==> src/gpre_pkg.sv <==
// ---------------------------------------------------------------------------
// gpre_pkg
// Shared types and constants for the gamepad press/release event block.
// ---------------------------------------------------------------------------
package gpre_pkg;

    localparam int NumCodes   = 24;
    localparam int CodeW      = 5;
    localparam int KindW      = 2;
    localparam int AxisW      = 16;
    localparam int TrigW      = 8;
    localparam int DeadzoneW  = 15;
    localparam int ButtonW    = 16;
    localparam int CfgAddrW   = 2;
    localparam int InDataW    = 96;
    localparam int OutDataW   = 88;

    // code map
    localparam int LeftStickBase  = 14;
    localparam int RightStickBase = 18;
    localparam int LeftTrigCode   = 22;
    localparam int RightTrigCode  = 23;

    // configuration register indexes
    localparam logic [CfgAddrW-1:0] CfgLeftDeadzone  = 2'd0;
    localparam logic [CfgAddrW-1:0] CfgRightDeadzone = 2'd1;
    localparam logic [CfgAddrW-1:0] CfgTrigThreshold = 2'd2;

    localparam logic [DeadzoneW-1:0] LeftDeadzoneRst  = 15'd7849;
    localparam logic [DeadzoneW-1:0] RightDeadzoneRst = 15'd8689;
    localparam logic [TrigW-1:0]     TrigThresholdRst = 8'd30;

    // event kinds
    localparam logic [KindW-1:0] EvPress   = 2'd0;
    localparam logic [KindW-1:0] EvRelease = 2'd1;
    localparam logic [KindW-1:0] EvAxes    = 2'd2;

    typedef enum logic [1:0] {
        ST_IDLE,
        ST_SQUARE,
        ST_COMPARE,
        ST_EMIT
    } gpre_state_t;

    typedef struct packed {
        logic capture;
        logic square;
        logic compare;
        logic emit;
    } gpre_cmd_t;

    typedef struct packed {
        logic pending;
        logic out_free;
    } gpre_status_t;

endpackage

==> src/gpre_ctrl.sv <==
// ---------------------------------------------------------------------------
// gpre_ctrl
// Sequencer: capture a poll, square the axes, classify, then drain events.
// ---------------------------------------------------------------------------
module gpre_ctrl (
    input  logic                  aclk,
    input  logic                  aresetn,
    input  logic                  s_tvalid,
    output logic                  s_tready,
    output gpre_pkg::gpre_cmd_t    cmd,
    input  gpre_pkg::gpre_status_t status
);
    import gpre_pkg::*;

    gpre_state_t state_reg;
    gpre_state_t state_next;

    always_ff @(posedge aclk) begin
        if (!aresetn) begin
            state_reg <= ST_IDLE;
        end else begin
            state_reg <= state_next;
        end
    end

    always_comb begin
        state_next = state_reg;
        cmd        = '0;
        s_tready   = 1'b0;
        unique case (state_reg)
            ST_IDLE: begin
                s_tready = 1'b1;
                if (s_tvalid) begin
                    cmd.capture = 1'b1;
                    state_next  = ST_SQUARE;
                end
            end
            ST_SQUARE: begin
                cmd.square = 1'b1;
                state_next = ST_COMPARE;
            end
            ST_COMPARE: begin
                cmd.compare = 1'b1;
                state_next  = ST_EMIT;
            end
            ST_EMIT: begin
                if (!status.pending) begin
                    state_next = ST_IDLE;
                end else if (status.out_free) begin
                    cmd.emit = 1'b1;
                end
            end
            default: begin
                state_next = ST_IDLE;
            end
        endcase
    end

endmodule

==> src/gpre_dp.sv <==
// ---------------------------------------------------------------------------
// gpre_dp
// Datapath: poll capture, stick magnitude, pressed set, event masks and
// the output register.
// ---------------------------------------------------------------------------
module gpre_dp (
    input  logic                                 aclk,
    input  logic                                 aresetn,
    input  gpre_pkg::gpre_cmd_t                   cmd,
    output gpre_pkg::gpre_status_t                status,
    input  logic [gpre_pkg::InDataW-1:0]         s_tdata,
    input  logic [0:0]                           s_tuser,
    input  logic                                 cfg_wr_en,
    input  logic [gpre_pkg::CfgAddrW-1:0]        cfg_addr,
    input  logic [gpre_pkg::DeadzoneW-1:0]       cfg_wdata,
    output logic                                 m_tvalid,
    input  logic                                 m_tready,
    output logic [gpre_pkg::OutDataW-1:0]        m_tdata,
    output logic [gpre_pkg::KindW-1:0]           m_tuser,
    output logic                                 m_tlast
);
    import gpre_pkg::*;

    function automatic logic [CodeW-1:0] lowest_set(input logic [NumCodes-1:0] v);
        logic [CodeW-1:0] idx;
        idx = '0;
        for (int i = NumCodes - 1; i >= 0; i--) begin
            if (v[i]) idx = CodeW'(i);
        end
        return idx;
    endfunction

    // one-hot {right, left, down, up}
    function automatic logic [3:0] stick_dir(input logic active,
                                             input logic signed [AxisW-1:0] x,
                                             input logic signed [AxisW-1:0] y);
        logic [AxisW:0] ax;
        logic [AxisW:0] ay;
        logic [3:0]     d;
        ax = x[AxisW-1] ? (AxisW+1)'(-{x[AxisW-1], x}) : {1'b0, x};
        ay = y[AxisW-1] ? (AxisW+1)'(-{y[AxisW-1], y}) : {1'b0, y};
        d  = '0;
        if (active) begin
            if (ax > ay) begin
                if (!x[AxisW-1] && (x != '0)) d[3] = 1'b1;
                else                          d[2] = 1'b1;
            end else begin
                if (!y[AxisW-1] && (y != '0)) d[0] = 1'b1;
                else                          d[1] = 1'b1;
            end
        end
        return d;
    endfunction

    // configuration
    logic [DeadzoneW-1:0] left_dz_reg;
    logic [DeadzoneW-1:0] right_dz_reg;
    logic [TrigW-1:0]     trig_thr_reg;

    always_ff @(posedge aclk) begin
        if (!aresetn) begin
            left_dz_reg  <= LeftDeadzoneRst;
            right_dz_reg <= RightDeadzoneRst;
            trig_thr_reg <= TrigThresholdRst;
        end else if (cfg_wr_en) begin
            unique case (cfg_addr)
                CfgLeftDeadzone:  left_dz_reg  <= cfg_wdata;
                CfgRightDeadzone: right_dz_reg <= cfg_wdata;
                CfgTrigThreshold: trig_thr_reg <= cfg_wdata[TrigW-1:0];
                default: ;
            endcase
        end
    end

    // captured poll
    logic                     conn_reg;
    logic [ButtonW-1:0]       btn_reg;
    logic [TrigW-1:0]         lt_reg;
    logic [TrigW-1:0]         rt_reg;
    logic signed [AxisW-1:0]  lx_reg;
    logic signed [AxisW-1:0]  ly_reg;
    logic signed [AxisW-1:0]  rx_reg;
    logic signed [AxisW-1:0]  ry_reg;

    always_ff @(posedge aclk) begin
        if (cmd.capture) begin
            conn_reg <= s_tuser[0];
            btn_reg  <= s_tdata[15:0];
            lt_reg   <= s_tdata[23:16];
            rt_reg   <= s_tdata[31:24];
            lx_reg   <= s_tdata[47:32];
            ly_reg   <= s_tdata[63:48];
            rx_reg   <= s_tdata[79:64];
            ry_reg   <= s_tdata[95:80];
        end
    end

    // squares: each operand is at most 2^15 in magnitude
    logic [2*AxisW-2:0]     sq_lx_reg;
    logic [2*AxisW-2:0]     sq_ly_reg;
    logic [2*AxisW-2:0]     sq_rx_reg;
    logic [2*AxisW-2:0]     sq_ry_reg;
    logic [2*DeadzoneW-1:0] sq_ldz_reg;
    logic [2*DeadzoneW-1:0] sq_rdz_reg;
    logic signed [2*AxisW-1:0] p_lx;
    logic signed [2*AxisW-1:0] p_ly;
    logic signed [2*AxisW-1:0] p_rx;
    logic signed [2*AxisW-1:0] p_ry;

    assign p_lx = (2*AxisW)'(lx_reg) * (2*AxisW)'(lx_reg);
    assign p_ly = (2*AxisW)'(ly_reg) * (2*AxisW)'(ly_reg);
    assign p_rx = (2*AxisW)'(rx_reg) * (2*AxisW)'(rx_reg);
    assign p_ry = (2*AxisW)'(ry_reg) * (2*AxisW)'(ry_reg);

    always_ff @(posedge aclk) begin
        if (cmd.square) begin
            sq_lx_reg  <= p_lx[2*AxisW-2:0];
            sq_ly_reg  <= p_ly[2*AxisW-2:0];
            sq_rx_reg  <= p_rx[2*AxisW-2:0];
            sq_ry_reg  <= p_ry[2*AxisW-2:0];
            sq_ldz_reg <= (2*DeadzoneW)'(left_dz_reg) * (2*DeadzoneW)'(left_dz_reg);
            sq_rdz_reg <= (2*DeadzoneW)'(right_dz_reg) * (2*DeadzoneW)'(right_dz_reg);
        end
    end

    // classification
    logic [2*AxisW-1:0]  mag_l;
    logic [2*AxisW-1:0]  mag_r;
    logic                act_l;
    logic                act_r;
    logic [NumCodes-1:0] now_set;
    logic [2*TrigW-1:0]  trig_now;
    logic [4*AxisW-1:0]  sticks_now;

    assign mag_l      = {1'b0, sq_lx_reg} + {1'b0, sq_ly_reg};
    assign mag_r      = {1'b0, sq_rx_reg} + {1'b0, sq_ry_reg};
    assign act_l      = mag_l >= (2*AxisW)'(sq_ldz_reg);
    assign act_r      = mag_r >= (2*AxisW)'(sq_rdz_reg);
    assign trig_now   = {rt_reg, lt_reg};
    assign sticks_now = {ry_reg, rx_reg, ly_reg, lx_reg};

    always_comb begin
        now_set        = '0;
        now_set[9:0]   = btn_reg[9:0];
        now_set[13:10] = btn_reg[15:12];
        now_set[LeftStickBase +: 4]  = stick_dir(act_l, lx_reg, ly_reg);
        now_set[RightStickBase +: 4] = stick_dir(act_r, rx_reg, ry_reg);
        now_set[LeftTrigCode]  = lt_reg >= trig_thr_reg;
        now_set[RightTrigCode] = rt_reg >= trig_thr_reg;
    end

    // tracked state and pending events
    logic [NumCodes-1:0] pressed_reg;
    logic                was_conn_reg;
    logic                axes_known_reg;
    logic [2*TrigW-1:0]  last_trig_reg;
    logic [4*AxisW-1:0]  last_sticks_reg;
    logic [NumCodes-1:0] press_reg;
    logic [NumCodes-1:0] rel_reg;
    logic                axes_pend_reg;

    logic                axes_change;
    logic                sel_press;
    logic                sel_rel;
    logic [NumCodes-1:0] press_rem;
    logic [NumCodes-1:0] rel_rem;
    logic [CodeW-1:0]    ev_code;
    logic [KindW-1:0]    ev_kind;
    logic                ev_last;

    assign axes_change = !axes_known_reg || (trig_now != last_trig_reg) ||
                         (sticks_now != last_sticks_reg);
    assign sel_press   = |press_reg;
    assign sel_rel     = !sel_press && (|rel_reg);
    assign press_rem   = press_reg & (press_reg - NumCodes'(1));
    assign rel_rem     = rel_reg & (rel_reg - NumCodes'(1));

    always_comb begin
        if (sel_press) begin
            ev_kind = EvPress;
            ev_code = lowest_set(press_reg);
            ev_last = (press_rem == '0) && (rel_reg == '0) && !axes_pend_reg;
        end else if (sel_rel) begin
            ev_kind = EvRelease;
            ev_code = lowest_set(rel_reg);
            ev_last = (rel_rem == '0) && !axes_pend_reg;
        end else begin
            ev_kind = EvAxes;
            ev_code = '0;
            ev_last = 1'b1;
        end
    end

    always_ff @(posedge aclk) begin
        if (!aresetn) begin
            pressed_reg     <= '0;
            was_conn_reg    <= 1'b0;
            axes_known_reg  <= 1'b0;
            last_trig_reg   <= '0;
            last_sticks_reg <= '0;
            press_reg       <= '0;
            rel_reg         <= '0;
            axes_pend_reg   <= 1'b0;
        end else if (cmd.compare) begin
            if (!conn_reg) begin
                // drop: release everything held, keep last axes
                press_reg     <= '0;
                rel_reg       <= was_conn_reg ? pressed_reg : '0;
                axes_pend_reg <= 1'b0;
                pressed_reg   <= '0;
                was_conn_reg  <= 1'b0;
            end else begin
                press_reg     <= now_set & ~pressed_reg;
                rel_reg       <= pressed_reg & ~now_set;
                axes_pend_reg <= axes_change;
                pressed_reg   <= now_set;
                was_conn_reg  <= 1'b1;
                if (axes_change) begin
                    axes_known_reg  <= 1'b1;
                    last_trig_reg   <= trig_now;
                    last_sticks_reg <= sticks_now;
                end
            end
        end else if (cmd.emit) begin
            if (sel_press) begin
                press_reg <= press_rem;
            end else if (sel_rel) begin
                rel_reg <= rel_rem;
            end else begin
                axes_pend_reg <= 1'b0;
            end
        end
    end

    // output register
    logic m_tvalid_reg;

    always_ff @(posedge aclk) begin
        if (!aresetn) begin
            m_tvalid_reg <= 1'b0;
        end else if (cmd.emit) begin
            m_tvalid_reg <= 1'b1;
        end else if (m_tready) begin
            m_tvalid_reg <= 1'b0;
        end
    end

    always_ff @(posedge aclk) begin
        if (cmd.emit) begin
            m_tuser <= ev_kind;
            m_tlast <= ev_last;
            if (ev_kind == EvAxes) begin
                m_tdata <= {3'b000, ry_reg, rx_reg, ly_reg, lx_reg, rt_reg, lt_reg, ev_code};
            end else begin
                m_tdata <= {(OutDataW-CodeW)'(0), ev_code};
            end
        end
    end

    assign m_tvalid        = m_tvalid_reg;
    assign status.out_free = !m_tvalid_reg || m_tready;
    assign status.pending  = (|press_reg) || (|rel_reg) || axes_pend_reg;

endmodule

==> src/gamepad_press_release_events.sv <==
// ---------------------------------------------------------------------------
// gamepad_press_release_events
// Turns controller polls into ordered press, release and axes-changed events.
// ---------------------------------------------------------------------------
// Sequence: a poll's transaction is captured, then the square and classify states
//   run, and the emit state loads one event per cycle into the single output
//   register while that register is free; then the block returns to idle. A new
//   poll is taken only in idle, once every event of the last one is issued.
// Reset: synchronous, active low; clears the pressed set, connection and axes
//   history and restores the deadzone and trigger threshold defaults.
module gamepad_press_release_events (
    input  logic                                aclk,
    input  logic                                aresetn,
    // s_tdata: buttons[15:0], left_trigger[23:16], right_trigger[31:24],
    //          left_x[47:32], left_y[63:48], right_x[79:64], right_y[95:80]
    input  logic                                s_tvalid,
    output logic                                s_tready,
    input  logic [gpre_pkg::InDataW-1:0]        s_tdata,
    input  logic [0:0]                          s_tuser,   // connected[0]
    // m_tdata: key_code[4:0], out_left_trigger[12:5], out_right_trigger[20:13],
    //          out_left_x[36:21], out_left_y[52:37], out_right_x[68:53],
    //          out_right_y[84:69], zero[87:85]
    output logic                                m_tvalid,
    input  logic                                m_tready,
    output logic [gpre_pkg::OutDataW-1:0]       m_tdata,
    output logic [gpre_pkg::KindW-1:0]          m_tuser,   // event_kind[1:0]
    output logic                                m_tlast,   // last_of_run
    input  logic                                cfg_wr_en,
    input  logic [gpre_pkg::CfgAddrW-1:0]       cfg_addr,
    input  logic [gpre_pkg::DeadzoneW-1:0]      cfg_wdata
);
    import gpre_pkg::*;

    gpre_cmd_t    cmd;
    gpre_status_t status;

    gpre_ctrl u_ctrl (
        .aclk     (aclk),
        .aresetn  (aresetn),
        .s_tvalid (s_tvalid),
        .s_tready (s_tready),
        .cmd      (cmd),
        .status   (status)
    );

    gpre_dp u_dp (
        .aclk      (aclk),
        .aresetn   (aresetn),
        .cmd       (cmd),
        .status    (status),
        .s_tdata   (s_tdata),
        .s_tuser   (s_tuser),
        .cfg_wr_en (cfg_wr_en),
        .cfg_addr  (cfg_addr),
        .cfg_wdata (cfg_wdata),
        .m_tvalid  (m_tvalid),
        .m_tready  (m_tready),
        .m_tdata   (m_tdata),
        .m_tuser   (m_tuser),
        .m_tlast   (m_tlast)
    );

endmodule

==> config.mk <==
export PLATFORM = sky130hd
export DESIGN_NAME = gamepad_press_release_events
export DESIGN_NICKNAME = d
export VERILOG_FILES = /design/src/gpre_pkg.sv /design/src/gpre_ctrl.sv /design/src/gpre_dp.sv /design/src/gamepad_press_release_events.sv
export SDC_FILE = /design/constraint.sdc
export NUM_CORES = 2
export LEC_CHECK = 0
export BUFFER_PORTS_ARGS = -buffer_cell sky130_fd_sc_hd__buf_2
export CAP_MARGIN = 10
export CORE_MARGIN = 2
export CORE_UTILIZATION = 45
export CTS_BUF_LIST = sky130_fd_sc_hd__clkbuf_8
export DETAILED_ROUTE_END_ITERATION = 10
export PLACE_DENSITY = 0.63
export SETUP_SLACK_MARGIN = 0.4
export SLEW_MARGIN = 20
export SYNTH_ARGS = -nofsm -noshare
export SYNTH_HDL_FRONTEND = slang
export SYNTH_SLANG_ARGS = --single-unit
==> constraint.sdc <==
create_clock -name aclk -period 10.45 [get_ports aclk]
set_clock_uncertainty 0.2 [all_clocks]
set_input_delay 1.5675 -clock aclk [delete_from_list [all_inputs] [get_ports aclk]]
set_output_delay 1.5675 -clock aclk [all_outputs]
set_load 0.1 [all_outputs]
==> impl_metrics.ini <==
[detailed_routing]
vias = 52270
ant_nets = 0
initialDrtViolationCount = 3137
first_pass_iters = 6
wirelength_um = 191700
drc = 0
post_drt_wl_per_cell_um = 19.04
routed_via_density = 5.194

[sta]
hold_viol = 0
maxSlewHeadroom_pct = 22.93
tightest_slew_ps = 1156
fmax_mhz = 118.1
rsz0062_at_grt = false
setup_viol_count_final = 0
finalSetupTns_ps = 0
fin_crit_ps = 8468
post-route-period-util_pct = 81.03
setup_ws_ps = 1982
slew_violations = 0

[layout]
fillCellCount = 15200
largest_reg_flops = 85
nNetsFinal = 9801
layout-drive-gt1-share_pct = 6.649
fin_area_um2 = 79090
area_growth_pct = 7.637

[synthesis]
synth-seq-cells = 557
syn_area_per_cell_um2 = 9.583
synth.top_cell.area_share_pct = 32.42
syn_inst = 7668
synth.area.top_cells = fa_1, edfxtp_1, ha_1
synth_area_um2 = 73480
synthArstFlopShare_pct = 0
ys_types = 93
ys_seq_area_share_pct = 20.09
synth_top_cell_by_area = fa_1
synth_edf_count = 361
yosys_warnings = 0
synth_flop_cell = edfxtp_1

[clock_tree]
cts_setup_buffers = 0
cts_sinks = 557
clockBufferDepth = 3
cts_repair_resize_count = 0
postCtsHoldBufs = 0
htreeDepth = 3
cts_tree = done
cts-buffers-inserted = 99
cts_root_buf = clkbuf_8
clock_latency_ps = 830
clkSlewWorstSetupHoldPaths_ps = 60

[min_path]
hold_path.class = flop to flop
min_to = u_dp.pressed_reg[19]$_SDFFE_PN0P_
holdPathStages = 2
hold_start = u_dp.pressed_reg[19]$_SDFFE_PN0P_

[critical_path]
cp_data_arrival_time_ps = 8810
cp_max_fo = 16
cp.required_ps = 10790
crit_path_cell_trace = clkinv_1, nor2_1, ha_1, xor2_1, fa_1, fa_1, inv_1, fa_1, fa_1, inv_1, fa_1, inv_1, ha_1, a21oi_1, nand2_1, a221oi_1, a21boi_0, a31oi_1, o211ai_1, a31oi_1, o21ai_0, xnor2_1
critPathMaxStageDelay_ps = 1110
worstReg2RegEnd = u_dp.sq_lx_reg[30]$_DFFE_PN_
start_kind = flop
r2r-start = u_dp.lx_reg[3]$_DFFE_PP_
path_class = flop to flop
crit_slowest_cell = edfxtp_1
end_kind = flop
r2r_slack_ps = 1980
cpMostUsedCell = fa_1
r2r_cells = 22

[job]
maxCapViolCount = 0

[placed_design]
post_dp_cell_area_um2 = 76900
portBuffers = 206
dp_slack_ps = 2110
routabilityCongestion = 0.9044
place_hpwl_um = 150900

[global_routing]
antenna_found_initial = 12
overflow = 0
grt_max_degree = 114
grt_pass1_vias = 55800
grtUsageTotal_pct = 23.60
grt_pass1_wl_um = 306700

[floorplanning]
die_h_um = 408.1
start_util_pct = 45.25
chipWidth_um = 408.1
rows = 148
die-area_um2 = 166500
core-area_um2 = 162400
ios = 212

[status]
outcome = finished clean
==> worst max path at each step <==
stage,start,end,slack (ps),depth (start not counted)
final,u_dp.lx_reg[3]$_DFFE_PP_,u_dp.sq_lx_reg[30]$_DFFE_PN_,1980,22
after global routing,u_dp.lx_reg[3]$_DFFE_PP_,u_dp.sq_lx_reg[29]$_DFFE_PN_,1570,22
after CTS,u_dp.lx_reg[3]$_DFFE_PP_,u_dp.sq_lx_reg[30]$_DFFE_PN_,2070,22
after detailed placement,u_dp.lx_reg[3]$_DFFE_PP_,u_dp.sq_lx_reg[30]$_DFFE_PN_,2110,22
after global placement,u_dp.lx_reg[3]$_DFFE_PP_,u_dp.sq_lx_reg[30]$_DFFE_PN_,2080,22
after floorplan,u_dp.rx_reg[15]$_DFFE_PP_,u_dp.sq_rx_reg[30]$_DFFE_PN_,3350,24
==> per-stage QoR <==
step | std cells | utilization, % | hold slack [ps]
after floorplan | 7672 | - | 232.5
after global placement | 9869 | 47.35 | 245.3
after detailed placement | 9869 | 47.35 | 254.8
after CTS | 10060 | 48.69 | 263.6
after global routing | 10060 | 48.69 | 293.6
final | 10060 | 48.70 | 265.5
==> layout by cell type, fill, tap and decap left out, types with 18 or more instances in the layout <==
master / netlist / layout
clkinv_1: 19 / 30
edfxtp_1: 361 / 361
or2_2: 19 / 19
nor2_1: 385 / 383
mux2i_1: 37 / 37
nor3_1: 61 / 61
clkbuf_8: 0 / 111
o21ai_0: 159 / 159
nand2_1: 682 / 681
ha_1: 697 / 695
inv_1: 1793 / 1815
nand4_1: 41 / 41
buf_4: 5 / 83
and2_1: 204 / 203
nand3_1: 97 / 97
fa_1: 1190 / 1190
a21oi_1: 255 / 255
and3_1: 55 / 55
nor2b_1: 118 / 117
dfxtp_1: 196 / 196
xor2_1: 90 / 90
a21o_1: 108 / 108
nor4_1: 25 / 25
o31ai_1: 24 / 24
a21boi_0: 56 / 56
xnor2_1: 298 / 298
a31oi_1: 28 / 28
or3_1: 21 / 21
buf_2: 10 / 205
a31o_2: 26 / 25
a211oi_1: 18 / 18
o22ai_1: 18 / 18
nand2b_1: 39 / 39
o21bai_1: 42 / 42
o21a_1: 32 / 32
o211ai_1: 29 / 29
==> logic make-up (layout without fill, tap and decap cells) <==
group	count (synthesis)	count (layout)	synth area share [%]
xor+xnor	388	388	4.625
simple gates	1800	1800	11.59
buf+inv	2081	2290	10.67
mux	43	43	0.5960
flops	557	557	20.09
compound gates	903	903	8.025
fa+ha+maj	1894	1894	44.39
other cells	2	14	0.01022
==> worst max-delay path, delay by kind of cell, from the launching register on <==
family / cells / cell delay [ps]
xor+xnor: 2 / 320
simple gates: 2 / 530
flops: 1 / 1110
buf+inv: 4 / 1200
fa+ha+maj: 7 / 3120
compound gates: 7 / 1730
==> cells in the mapped netlist, drive strengths merged, types with 12 or more instances <==
library cell and n:
o21a 32, mux2i 37, a221oi 14, nand4 41
inv 1795, o211ai 30, a21boi 57, xor2 90
fa 1190, a21oi 256, o41ai 12, nor4 26
and3 55, edfxtp 361, buf 31, nor2b 118
a21o 108, a31o 27, o311ai 12, or2 20
and2 204, nor3 62, a211oi 18, o31ai 25
nand3 97, ha 697, xnor2 298, nand2b 39
clkbuf 236, o21bai 42, or3 23, clkinv 19
nand2 684, a31oi 28, o21ai 160, dfxtp 196
nor2 386, o22ai 18
==> routing by layer <==
metal / track usage (%) / routed length [um] / share of wire [%] / vias up
met3: 3.491 / 11310 / 5.9 / 352
met2: 40.22 / 93910 / 49 / 1382
li1: - / - / - / 24200
met4: 9.655 / 8399 / 4.4 / 4
met5: 0 / 32 / 0.017 / -
met1: 30.04 / 78010 / 41 / 26330
==> area by class of cell <==
cell class	count	area (um2)	share of cell area (%)
inverters	1814	6809	8.609
repair buffers	289	1660	2.099
flip-flops and latches	557	14760	18.67
clock buffers	111	1528	1.932
multi-input cells	5034	50940	64.41
diodes	8	20.02	0.02531
clock inverters	76	645.6	0.8163
well taps	2175	2721	3.441
Power is not shown: default switching activity piles up to over one toggle a cycle in this logic, so the estimate is an artifact.
